### src/hdl/prsr_pkg.sv
`timescale 1ns / 1ps
// ----------------------------------------------------------------------------
// prsr_pkg
// Shared types, constants and pointer helpers of the packet ring.
// ----------------------------------------------------------------------------
package prsr_pkg;

    localparam int RING_DEPTH = 32;
    localparam int PTR_W      = (RING_DEPTH > 1) ? $clog2(RING_DEPTH) : 1;
    localparam int CNT_W      = $clog2(RING_DEPTH + 1);

    localparam int OP_W       = 2;
    localparam int LEN_W      = 32;
    localparam int TAG_W      = 16;
    localparam int ENTRY_W    = LEN_W + TAG_W;
    localparam int STATUS_W   = 3;
    localparam int FILL_W     = 37;
    localparam int COUNT_W    = 6;

    localparam int S_TDATA_W  = 48;
    localparam int S_TUSER_W  = OP_W;
    localparam int M_FIELDS_W = LEN_W + TAG_W + FILL_W + 2 * COUNT_W;
    localparam int M_TDATA_W  = ((M_FIELDS_W + 7) / 8) * 8;
    localparam int M_PAD_W    = M_TDATA_W - M_FIELDS_W;
    localparam int M_TUSER_W  = STATUS_W;

    typedef enum logic [OP_W-1:0] {
        OP_ADD         = 2'd0,
        OP_GET         = 2'd1,
        OP_RELEASE     = 2'd2,
        OP_RELEASE_TAG = 2'd3
    } op_t;

    typedef enum logic [STATUS_W-1:0] {
        ST_OK            = 3'd0,
        ST_RING_FULL     = 3'd1,
        ST_NONE_AVAIL    = 3'd2,
        ST_NONE_RELEASE  = 3'd3,
        ST_TAG_NOT_FOUND = 3'd4
    } status_t;

    typedef struct packed {
        status_t              status;
        logic [LEN_W-1:0]     out_length;
        logic [TAG_W-1:0]     out_tag;
        logic [FILL_W-1:0]    fill_level;
        logic [COUNT_W-1:0]   available_count;
        logic [COUNT_W-1:0]   handed_out_count;
    } result_t;

    function automatic logic [PTR_W-1:0] ptr_inc(input logic [PTR_W-1:0] p);
        return (p == PTR_W'(RING_DEPTH - 1)) ? '0 : p + 1'b1;
    endfunction

    function automatic logic [PTR_W-1:0] ptr_dec(input logic [PTR_W-1:0] p);
        return (p == '0) ? PTR_W'(RING_DEPTH - 1) : p - 1'b1;
    endfunction

endpackage

### src/hdl/prsr_ram.sv
`timescale 1ns / 1ps
// ----------------------------------------------------------------------------
// prsr_ram
// Generic single-write, single-read RAM with a registered read port.
// ----------------------------------------------------------------------------
module prsr_ram #(
    parameter int WIDTH = 8,
    parameter int DEPTH = 16
) (
    input  logic                                          clk,
    input  logic                                          we,
    input  logic [((DEPTH > 1) ? $clog2(DEPTH) : 1)-1:0] waddr,
    input  logic [WIDTH-1:0]                              wdata,
    input  logic [((DEPTH > 1) ? $clog2(DEPTH) : 1)-1:0] raddr,
    output logic [WIDTH-1:0]                              rdata
);

    logic [WIDTH-1:0] mem [DEPTH];

    always_ff @(posedge clk)
    begin
        if (we)
        begin
            mem[waddr] <= wdata;
        end
        rdata <= mem[raddr];
    end

endmodule

### src/hdl/prsr_engine.sv
`timescale 1ns / 1ps
// ----------------------------------------------------------------------------
// prsr_engine
// Ring sequencer: decodes one op, reads and rewrites the entry memory,
// scans handed-out entries by tag and compacts the ring behind a hit.
// ----------------------------------------------------------------------------
module prsr_engine (
    input  logic                          clk,
    input  logic                          rst_n,
    input  logic                          in_valid,
    output logic                          in_ready,
    input  prsr_pkg::op_t                 in_op,
    input  logic [prsr_pkg::LEN_W-1:0]    in_len,
    input  logic [prsr_pkg::TAG_W-1:0]    in_tag,
    output logic                          res_valid,
    input  logic                          res_take,
    output prsr_pkg::result_t             res
);
    import prsr_pkg::*;

    typedef enum logic [5:0] {
        S_IDLE     = 6'b000001,
        S_DISPATCH = 6'b000010,
        S_READ     = 6'b000100,
        S_SCAN     = 6'b001000,
        S_SHIFT    = 6'b010000,
        S_DONE     = 6'b100000
    } state_t;

    state_t              state_reg, state_next;
    logic [PTR_W-1:0]    oldest_reg, oldest_next;
    logic [PTR_W-1:0]    avail_ptr_reg, avail_ptr_next;
    logic [PTR_W-1:0]    free_ptr_reg, free_ptr_next;
    logic [CNT_W-1:0]    avail_cnt_reg, avail_cnt_next;
    logic [CNT_W-1:0]    handed_cnt_reg, handed_cnt_next;
    logic [FILL_W-1:0]   bytes_reg, bytes_next;

    op_t                 op_reg, op_next;
    logic [LEN_W-1:0]    len_reg, len_next;
    logic [TAG_W-1:0]    tag_reg, tag_next;
    status_t             status_reg, status_next;
    logic [LEN_W-1:0]    olen_reg, olen_next;
    logic [TAG_W-1:0]    otag_reg, otag_next;
    logic [PTR_W-1:0]    cur_reg, cur_next;
    logic [CNT_W-1:0]    idx_reg, idx_next;
    logic [CNT_W-1:0]    rem_reg, rem_next;

    logic                mem_we;
    logic [PTR_W-1:0]    mem_waddr;
    logic [ENTRY_W-1:0]  mem_wdata;
    logic [PTR_W-1:0]    mem_raddr;
    logic [ENTRY_W-1:0]  mem_rdata;
    logic [LEN_W-1:0]    rd_len;
    logic [TAG_W-1:0]    rd_tag;
    logic [CNT_W-1:0]    total;
    logic [CNT_W-1:0]    behind;

    prsr_ram #(
        .WIDTH (ENTRY_W),
        .DEPTH (RING_DEPTH)
    ) u_ram (
        .clk   (clk),
        .we    (mem_we),
        .waddr (mem_waddr),
        .wdata (mem_wdata),
        .raddr (mem_raddr),
        .rdata (mem_rdata)
    );

    assign rd_len    = mem_rdata[LEN_W-1:0];
    assign rd_tag    = mem_rdata[ENTRY_W-1:LEN_W];
    assign total     = avail_cnt_reg + handed_cnt_reg;
    assign behind    = total - idx_reg - 1'b1;
    assign in_ready  = (state_reg == S_IDLE);
    assign res_valid = (state_reg == S_DONE);

    assign res.status           = status_reg;
    assign res.out_length       = olen_reg;
    assign res.out_tag          = otag_reg;
    assign res.fill_level       = bytes_reg;
    assign res.available_count  = COUNT_W'(avail_cnt_reg);
    assign res.handed_out_count = COUNT_W'(handed_cnt_reg);

    always_comb
    begin
        state_next      = state_reg;
        oldest_next     = oldest_reg;
        avail_ptr_next  = avail_ptr_reg;
        free_ptr_next   = free_ptr_reg;
        avail_cnt_next  = avail_cnt_reg;
        handed_cnt_next = handed_cnt_reg;
        bytes_next      = bytes_reg;
        op_next         = op_reg;
        len_next        = len_reg;
        tag_next        = tag_reg;
        status_next     = status_reg;
        olen_next       = olen_reg;
        otag_next       = otag_reg;
        cur_next        = cur_reg;
        idx_next        = idx_reg;
        rem_next        = rem_reg;
        mem_we          = 1'b0;
        mem_waddr       = cur_reg;
        mem_wdata       = mem_rdata;
        mem_raddr       = ptr_inc(cur_reg);

        unique case (state_reg)
            S_IDLE:
            begin
                if (in_valid)
                begin
                    op_next    = in_op;
                    len_next   = in_len;
                    tag_next   = in_tag;
                    state_next = S_DISPATCH;
                end
            end

            S_DISPATCH:
            begin
                status_next = ST_OK;
                olen_next   = '0;
                otag_next   = '0;
                state_next  = S_DONE;
                unique case (op_reg)
                    OP_ADD:
                    begin
                        if (total == CNT_W'(RING_DEPTH))
                        begin
                            status_next = ST_RING_FULL;
                        end
                        else
                        begin
                            mem_we         = 1'b1;
                            mem_waddr      = free_ptr_reg;
                            mem_wdata      = {tag_reg, len_reg};
                            free_ptr_next  = ptr_inc(free_ptr_reg);
                            avail_cnt_next = avail_cnt_reg + 1'b1;
                            bytes_next     = bytes_reg + FILL_W'(len_reg);
                        end
                    end
                    OP_GET:
                    begin
                        mem_raddr = avail_ptr_reg;
                        if (avail_cnt_reg == '0)
                        begin
                            status_next = ST_NONE_AVAIL;
                        end
                        else
                        begin
                            state_next = S_READ;
                        end
                    end
                    OP_RELEASE:
                    begin
                        mem_raddr = oldest_reg;
                        if (handed_cnt_reg == '0)
                        begin
                            status_next = ST_NONE_RELEASE;
                        end
                        else
                        begin
                            state_next = S_READ;
                        end
                    end
                    OP_RELEASE_TAG:
                    begin
                        mem_raddr = oldest_reg;
                        cur_next  = oldest_reg;
                        idx_next  = '0;
                        if (handed_cnt_reg == '0)
                        begin
                            status_next = ST_NONE_RELEASE;
                        end
                        else
                        begin
                            state_next = S_SCAN;
                        end
                    end
                endcase
            end

            S_READ:
            begin
                olen_next  = rd_len;
                otag_next  = rd_tag;
                state_next = S_DONE;
                if (op_reg == OP_GET)
                begin
                    avail_ptr_next  = ptr_inc(avail_ptr_reg);
                    avail_cnt_next  = avail_cnt_reg - 1'b1;
                    handed_cnt_next = handed_cnt_reg + 1'b1;
                end
                else
                begin
                    bytes_next      = bytes_reg - FILL_W'(rd_len);
                    oldest_next     = ptr_inc(oldest_reg);
                    handed_cnt_next = handed_cnt_reg - 1'b1;
                end
            end

            S_SCAN:
            begin
                if (rd_tag == tag_reg)
                begin
                    olen_next       = rd_len;
                    otag_next       = rd_tag;
                    bytes_next      = bytes_reg - FILL_W'(rd_len);
                    handed_cnt_next = handed_cnt_reg - 1'b1;
                    if (idx_reg == '0)
                    begin
                        oldest_next = ptr_inc(oldest_reg);
                        state_next  = S_DONE;
                    end
                    else if (behind == '0)
                    begin
                        avail_ptr_next = ptr_dec(avail_ptr_reg);
                        free_ptr_next  = ptr_dec(free_ptr_reg);
                        state_next     = S_DONE;
                    end
                    else
                    begin
                        rem_next   = behind;
                        state_next = S_SHIFT;
                    end
                end
                else if (idx_reg == handed_cnt_reg - 1'b1)
                begin
                    status_next = ST_TAG_NOT_FOUND;
                    state_next  = S_DONE;
                end
                else
                begin
                    idx_next = idx_reg + 1'b1;
                    cur_next = ptr_inc(cur_reg);
                end
            end

            S_SHIFT:
            begin
                mem_we    = 1'b1;
                mem_raddr = ptr_inc(ptr_inc(cur_reg));
                cur_next  = ptr_inc(cur_reg);
                rem_next  = rem_reg - 1'b1;
                if (rem_reg == CNT_W'(1))
                begin
                    avail_ptr_next = ptr_dec(avail_ptr_reg);
                    free_ptr_next  = ptr_dec(free_ptr_reg);
                    state_next     = S_DONE;
                end
            end

            S_DONE:
            begin
                if (res_take)
                begin
                    state_next = S_IDLE;
                end
            end

            default:
            begin
                state_next = S_IDLE;
            end
        endcase
    end

    always_ff @(posedge clk or negedge rst_n)
    begin
        if (!rst_n)
        begin
            state_reg      <= S_IDLE;
            oldest_reg     <= '0;
            avail_ptr_reg  <= '0;
            free_ptr_reg   <= '0;
            avail_cnt_reg  <= '0;
            handed_cnt_reg <= '0;
            bytes_reg      <= '0;
        end
        else
        begin
            state_reg      <= state_next;
            oldest_reg     <= oldest_next;
            avail_ptr_reg  <= avail_ptr_next;
            free_ptr_reg   <= free_ptr_next;
            avail_cnt_reg  <= avail_cnt_next;
            handed_cnt_reg <= handed_cnt_next;
            bytes_reg      <= bytes_next;
        end
    end

    always_ff @(posedge clk)
    begin
        op_reg     <= op_next;
        len_reg    <= len_next;
        tag_reg    <= tag_next;
        status_reg <= status_next;
        olen_reg   <= olen_next;
        otag_reg   <= otag_next;
        cur_reg    <= cur_next;
        idx_reg    <= idx_next;
        rem_reg    <= rem_next;
    end

endmodule

### src/hdl/packet_ring_with_specific_release.sv
`timescale 1ns / 1ps
// ----------------------------------------------------------------------------
// packet_ring_with_specific_release
// Receive ring of packet lengths and tags with in-order and tagged release.
//
// Input channel s_*: one item is one op (add, get, release oldest, release
// by tag) with a packet length and tag. Output channel m_*: one item per
// input item with status, length, tag, fill level and both counts.
// Add and failed ops go from dispatch straight to the result state, get and
// release oldest pass a read state first. Release by tag scans the
// handed-out entries one per cycle through the entry memory read port, then
// compacts the occupied entries behind the hit one per cycle with a read and
// a write each. One op is in work at a time; the next input item is taken
// once the result has moved into the output register.
// Reset clears pointers, counts and fill level; the entry memory is not
// cleared and needs no clearing pass. A stalled receiver holds the result
// in the output register; a second result then waits inside the sequencer
// and no further input item is accepted until the output frees.
// ----------------------------------------------------------------------------
module packet_ring_with_specific_release (
    input  logic                              clk,
    input  logic                              rst_n,
    input  logic                              s_tvalid,
    output logic                              s_tready,
    // pkt_length [31:0], pkt_tag [47:32]
    input  logic [prsr_pkg::S_TDATA_W-1:0]    s_tdata,
    // op [1:0]
    input  logic [prsr_pkg::S_TUSER_W-1:0]    s_tuser,
    output logic                              m_tvalid,
    input  logic                              m_tready,
    // out_length [31:0], out_tag [47:32], fill_level [84:48],
    // available_count [90:85], handed_out_count [96:91], zero pad above
    output logic [prsr_pkg::M_TDATA_W-1:0]    m_tdata,
    // status [2:0]
    output logic [prsr_pkg::M_TUSER_W-1:0]    m_tuser
);
    import prsr_pkg::*;

    logic     res_valid;
    logic     res_take;
    logic     out_free;
    result_t  res;
    result_t  out_reg;
    logic     m_tvalid_reg;

    prsr_engine u_engine (
        .clk       (clk),
        .rst_n     (rst_n),
        .in_valid  (s_tvalid),
        .in_ready  (s_tready),
        .in_op     (op_t'(s_tuser)),
        .in_len    (s_tdata[LEN_W-1:0]),
        .in_tag    (s_tdata[ENTRY_W-1:LEN_W]),
        .res_valid (res_valid),
        .res_take  (res_take),
        .res       (res)
    );

    assign out_free = !m_tvalid_reg || m_tready;
    assign res_take = res_valid && out_free;

    always_ff @(posedge clk or negedge rst_n)
    begin
        if (!rst_n)
        begin
            m_tvalid_reg <= 1'b0;
        end
        else if (out_free)
        begin
            m_tvalid_reg <= res_valid;
        end
    end

    always_ff @(posedge clk)
    begin
        if (res_take)
        begin
            out_reg <= res;
        end
    end

    assign m_tvalid = m_tvalid_reg;
    assign m_tuser  = out_reg.status;
    assign m_tdata  = {{M_PAD_W{1'b0}}, out_reg.handed_out_count, out_reg.available_count,
                       out_reg.fill_level, out_reg.out_tag, out_reg.out_length};

endmodule

### config.mk
export PLATFORM = sky130hd
export DESIGN_NAME = packet_ring_with_specific_release
export DESIGN_NICKNAME = d
export VERILOG_FILES = /design/src/hdl/prsr_pkg.sv /design/src/hdl/prsr_ram.sv /design/src/hdl/prsr_engine.sv /design/src/hdl/packet_ring_with_specific_release.sv
export SDC_FILE = /design/constraint.sdc
export NUM_CORES = 2
export LEC_CHECK = 0
export ABC_CLOCK_PERIOD_IN_PS = 6300
export BUFFER_PORTS_ARGS = -buffer_cell sky130_fd_sc_hd__buf_2
export CORE_ASPECT_RATIO = 0.6
export CORE_UTILIZATION = 46
export CTS_BUF_LIST = sky130_fd_sc_hd__clkbuf_4
export CTS_CLUSTER_DIAMETER = 150
export CTS_CLUSTER_SIZE = 24
export DETAILED_ROUTE_END_ITERATION = 10
export PLACE_DENSITY = 0.63
export SYNTH_ARGS = -nofsm -noshare
export SYNTH_HDL_FRONTEND = slang
export SYNTH_SLANG_ARGS = --single-unit
### constraint.sdc
create_clock -name clk -period 6.3 [get_ports clk]
set_clock_uncertainty 0.15 [all_clocks]
set_input_delay 0.63 -clock clk [delete_from_list [all_inputs] [get_ports clk]]
set_output_delay 0.63 -clock clk [all_outputs]
set_load 0.05 [all_outputs]
After elaboration in Yosys (flattened, before gate mapping)
Memories as Yosys holds them, arrays and structs flattened. A register that Yosys moved wholly into a read port is not among the register bits.
Index checks and enable logic that the tools add are counted.
- register bits after elaboration: 289
- memory bits (writable): 1536
- bits of input ports: 54
- output and inout bits: 109
- word-level logic and storage cells: 192
- memories: 1
- memories (name ; words ; bits a word ; read ports ; clocked after memory_dff ; wr ports ; line ; RTL):
    u_engine.u_ram.mem ; 32 ; 48 ; 1 ; 1 ; 1 ; prsr_ram.sv:18 ; logic [WIDTH-1:0] mem [DEPTH];
- $add $sub $neg: 18
- equal/unequal tests: 35
- muxes and demuxes: 84
- reduce and logical (&&, ||, !) cells: 31
- operator list (kind ; number):
    two-way mux 37 bit ; 4
    two-way mux 48 bit ; 3
    two-way mux 5 bit ; 27
    two-way mux 6 bit ; 21
    one-hot mux 37 bit (3 select lines) ; 1
    one-hot mux 32 bit (3 select lines) ; 1
    one-hot mux 16 bit (3 select lines) ; 1
    one-hot mux 6 bit (2 select lines) ; 4
    one-hot mux 5 bit (3 select lines) ; 3
    adder 37 x 32 -> 37 bit ; 1
    subtractor 37 x 32 -> 37 bit ; 1
    one-hot mux 6 bit (6 select lines) ; 1
    two-way mux 32 bit ; 1
    one-hot mux 5 bit (2 select lines) ; 3
    adder 5 x 1 -> 5 bit, second input constant ; 5
    equality test 5 bit, second input constant ; 5
    zero test 6 bit ; 4
    AND reduction 4 bit ; 6
    subtractor 6 x 1 -> 6 bit, second input constant ; 4
    adder 6 x 1 -> 6 bit, second input constant ; 3
    one-hot mux 6 bit (3 select lines) ; 1
    equality test 16 bit ; 1
    two-way mux 16 bit ; 1
    != test 2 x 1 -> 1 bit, second input constant ; 8
    33 further kinds ; 58

Logic depth before layout (Yosys ltp)
- depth after elaboration: 8
- mapped depth: 18
- depth with buffers taken out: 16

By module
From an unflattened synthesis, not the netlist that was laid out.
- cells, all modules: 4749
- area, all modules: 76119.3 µm²
- modules (own cells, without submodules) (module ; times used ; cells each ; area each (µm²) ; seq. area each (µm²)):
    prsr_ram ; 1 ; 3364 ; 60724.5 ; 47085.2
    prsr_engine ; 1 ; 1273 ; 12291.8 ; 5296.3
    packet_ring_with_specific_release ; 1 ; 112 ; 3103.0 ; 3027.9

Least setup slack after synthesis
OpenSTA, ideal clock, no wires.
- path type: register to register
- start: register u_engine.handed_cnt_reg[0]
- end: memory u_engine.u_ram.mem[12][0] in the netlist's numbering (enable)
- setup time: 0.513 ns
- data arrival time: 5.814 ns
- data required time: 5.637 ns
- slack: -0.177 ns
- cell stages (with the launch flop): 11
- buffers on the path: 1
- clock period less this slack: 6.477 ns
- path through: dfrtp_1 > ha_1 > fa_1 > xor2_1 > nor3_1 > o221ai_1 > o31ai_1 > nor2_1 > clkbuf_1 > mux2i_1 > nor3_1
- word-level cells in the longest chain between the ends: 7
- elaborated cells between the ends (all ways): 10
- those cells by class: add/sub (1); eq/ne (1); mux (8)
- RTL lines (element ; line ; RTL):
    start: declaration ; prsr_engine.sv:35 ; logic [CNT_W-1:0] handed_cnt_reg, handed_cnt_next;
    start signal: assignment ; prsr_engine.sv:287 ; handed_cnt_reg <= handed_cnt_next;
    adder 6 bit * ; prsr_engine.sv:72 ; assign total = avail_cnt_reg + handed_cnt_reg;
    equality test 6 bit * ; prsr_engine.sv:128 ; if (total == CNT_W'(RING_DEPTH))
    two-way mux 1 bit ; prsr_engine.sv:128 ;
    two-way mux 1 bit ; prsr_engine.sv:125 ; unique case (op_reg)
    one-hot mux 1 bit (2 select lines) ; prsr_engine.sv:107 ; unique case (state_reg)
    two-way mux 1 bit ; prsr_ram.sv:22 ; if (we)
    two-way mux 1 bit (implied by the code) ; prsr_ram.sv:24 ; mem[waddr] <= wdata;
    end: declaration ; prsr_ram.sv:18 ;
Every way passes the cells marked *; elsewhere a longest branch is shown, timed or not.

Worst setup path after layout
- start: register u_engine.len_reg[13]
- end: register u_engine.bytes_reg[33]
- word-level cells in the longest chain between the ends: 4
- RTL lines (element ; line ; RTL):
    start: declaration ; prsr_engine.sv:39 ; logic [LEN_W-1:0] len_reg, len_next;
    start signal: assignment ; prsr_engine.sv:295 ; len_reg <= len_next;
    adder 37 x 32 -> 37 bit ; prsr_engine.sv:139 ; bytes_next = bytes_reg + FILL_W'(len_reg);
    two-way mux 37 bit ; prsr_engine.sv:128 ;
    two-way mux 37 bit ; prsr_engine.sv:125 ;
    one-hot mux 37 bit (3 select lines) ; prsr_engine.sv:107 ;
    end signal: assignment ; prsr_engine.sv:288 ; bytes_reg <= bytes_next;
    end: declaration ; prsr_engine.sv:36 ; logic [FILL_W-1:0] bytes_reg, bytes_next;
Every way passes these cells. The select of a mux whose other input is x is not followed.
A chain may end at the register's enable or synchronous reset.

==> flow_metrics.tcl <==
set metrics [dict create \
    worst_hold_slack_ns 0.196 \
    finalCoreUtilization_pct 50.4 \
    synth_top_area_share_pct 68.6 \
    top_register "u_engine.u_ram.mem" \
    fmax_mhz 179 \
    root_buffer "clkbuf_4" \
    ir_drop_mv 0.477 \
    gp_congestion 0.938 \
    synth_top_family_by_area "simple AND/OR/NAND/NOR gates" \
    synthAdderAreaFrac_pct 1.25 \
    die_area_um2 169000 \
    core-area_um2 165000 \
    dp_hpwl_um 117000 \
    drc 0 \
    nNetsFinal 5547 \
    io_buffers 155 \
    clk_path_buf_depth 3 \
    htreeDepth 3 \
    critical_path_class "reg -> reg" \
    antenna_found_initial 5 \
    cts_tree "built" \
    cts_sinks 1873 \
    max_slew_margin_pct 14.3 \
    p_leak_uw 0.0273 \
    power.share.sequential_pct 48.2 \
    outcome "finished clean" \
    slowest_stage "nor4_1" \
    yosysTopAreaCell "edfxtp_1" \
    cp_max_fo 7 \
    clk_latency_ns 1.21 \
    power.density_nw_per_um2 416 \
    fin_crit_sh_pct 88.9 \
    gr-total-overflow 0 \
    synth-xor-area-share_pct 1.26 \
    fp.dieH_um 318 \
    crit_family "simple AND/OR/NAND/NOR gates" \
    async_flop_share_pct 3.79 \
    fin_setup_tns_ns 0 \
    crit_buf_inv 1 \
    max_cap_violations 0 \
    firstDrtPassIters 8 \
    switching_share_pct 38.5 \
    largest_reg_flops 1536 \
    synth_compound_area_share_pct 7.90 \
    pre_cts_ws_ns 1.09 \
    die_x_um 529 \
    syn2layout_area_growth_pct 8.25 \
    power.internal_uw 21300 \
    synth_edf_count 1754 \
    yosysSeqAreaShare_pct 72.2 \
    p_switching_uw 13300 \
    hold_viol 0 \
    top_level_ports 163 \
    synth_area_leaders "edfxtp_1, nand2_1, mux4_2" \
    cts-buffers-inserted 88 \
    end_kind "register" \
    yosys.area_share.simple_pct 11.5 \
    rsz0062_at_grt "false" \
    drtAntennaViolNets 0 \
    routedWlPerCell_um 27.6 \
    wirelength_um 213000 \
    ys.flop_type "edfxtp_1" \
    yosys_warnings 0 \
    slew_violations 0 \
    start_util_pct 46.6 \
    vias 47400 \
    path_cells "nor4_1, nand4b_1, buf_4, nor4_1, xnor2_1, a21oi_1, ha_1, a21o_1, a211oi_1, o31ai_1, o31ai_1, a31oi_1, a31oi_1, or4b_2, nand3_1" \
    timing.final.ws_setup_ns 0.698 \
    tightestPinTransition_ns 1.28 \
    synth_cells 5294 \
    synth_area_um2 76700 \
    viasPerCell 6.15 \
    hold_path.class "in -> reg" \
    syn_avg_cell_area_um2 14.5 \
    grt_usage_pct 24.9 \
    clock_power_share_pct 13.7 \
    p_total_uw 34600 \
    comb_power_share_pct 38.0 \
    grt_start_max_net_pins 176 \
    layout_common_cells "edfxtp_1, nand2_1, a211oi_1" \
    slowest_delay_ns 0.76 \
    post-cts-setup-buffers 0 \
    row_count 115 \
    post_cts_resize_count 0 \
    fin_crit_ns 5.60 \
    grt_pass1_vias 44400 \
    synth.area.mux_share_pct 3.44 \
    cp.required_ns 7.28 \
    drive_above_1_share_pct 12.8 \
    n_fill_cell 13800 \
    finalSetupViolCount 0 \
    critPathLaunchType "register" \
    final_common_cell "edfxtp_1" \
    drtIter0Drc 6254 \
    ys_ff_latch 1873 \
    yosysUniqueCellTypes 85 \
    clk_pin_slew_ns 0.26 \
    grt_pass1_wl_um 308000 \
    crit_arrival_ns 6.58 \
]
-- metrics by stage --
step	std cells	area, um2
after global placement	7446	80700
after global routing	7718	83100
final	7719	83100
after detailed placement	7446	80700
after CTS	7715	83100
after floorplan	5300	76800
-- Yosys cell counts, types with 70 or more instances --
| master | n |
|---|---|
| mux4_2 | 96 |
| and2_1 | 106 |
| and3_1 | 211 |
| a211oi_1 | 248 |
| nand2_1 | 937 |
| a31oi_1 | 205 |
| dfrtp_1 | 70 |
| ha_1 | 70 |
| nor2_1 | 119 |
| o21ai_0 | 91 |
| buf_2 | 129 |
| xnor2_1 | 71 |
| a21oi_1 | 90 |
| clkbuf_1 | 204 |
| o22ai_1 | 101 |
| edfxtp_1 | 1754 |
| nand4_1 | 204 |
-- tightest hold or removal path, delay by kind of cell --
kind | cells | cell delay [ns]
buf+inv | 2 | 0.61
compound gates | 1 | 0.10
simple gates | 1 | 0.19
-- routing by layer --
| layer | vias up | GRT usage, % | share of wire, % |
|---|---|---|---|
| met4 | 4 | 5.65 | 2.4 |
| li1 | 20600 | - | - |
| met1 | 24200 | 38.6 | 45 |
| met2 | 2379 | 35.5 | 43 |
| met5 | - | 0 | 0.015 |
| met3 | 251 | 5.68 | 10 |
-- layout make-up --
type                    instances  area [um2]  share of cell area, %
diodes                          4        10.0                 0.0120
clock buffers                 159        1190                   1.44
clock inverters                 4        67.6                 0.0813
inverters                      43         161                  0.194
multi-input cells            3019       19800                   23.9
flip-flops and latches       1873       55400                   66.7
well taps                    2223        2780                   3.35
repair buffers                394        3600                   4.33
-- kinds of logic (layout without fill, tap and decap cells) --
| group | Yosys count | after routing |
|---|---|---|
| AO/OA/AOI/OAI | 899 | 899 |
| XOR/XNOR | 110 | 110 |
| adder cells (fa/ha/maj) | 74 | 74 |
| buffers and inverters | 408 | 600 |
| flip-flops | 1873 | 1873 |
| multiplexers | 139 | 139 |
| other | 1 | 11 |
| AND/OR/NAND/NOR | 1790 | 1790 |
-- power by group through the flow --
stage | Clock, uW | Combinational (uW) | Sequential [uW]
6_report | 4750 | 13200 | 16700
5_1_grt | 5210 | 14200 | 16700
4_1_cts | 4830 | 13000 | 16700
3_5_place_dp | 0 | 12900 | 16900
3_3_place_gp | 0 | 12700 | 16900
2_1_floorplan | 0 | 8840 | 16600
-- path summary, 6_finish.rpt --
kind / end / cells past startpoint / start / slack, ns
worst min register to register: m_tdata[35] / 0 / u_engine.otag_reg[3] / 0.29
min in group asynchronous: u_engine.avail_cnt_reg[0] / 4 / rst_n / 0.50
max in group asynchronous: u_engine.free_ptr_reg[1] / 4 / rst_n / 4.51
worst max register to register: u_engine.bytes_reg[33] / 15 / u_engine.len_reg[13] / 0.70
worst max-delay path: u_engine.bytes_reg[33] / 15 / u_engine.len_reg[13] / 0.70
worst min-delay path: u_engine.state_reg[5] / 4 / m_tready / 0.20
-- timing repair --
action | 4_1_cts | 5_1_grt
endpoints found under the setup margin | 0 | 0
hold endpoints to repair | 137 | 0
hold buffers | 106 | 0
Note: power is estimated with default switching activity, not from simulation.
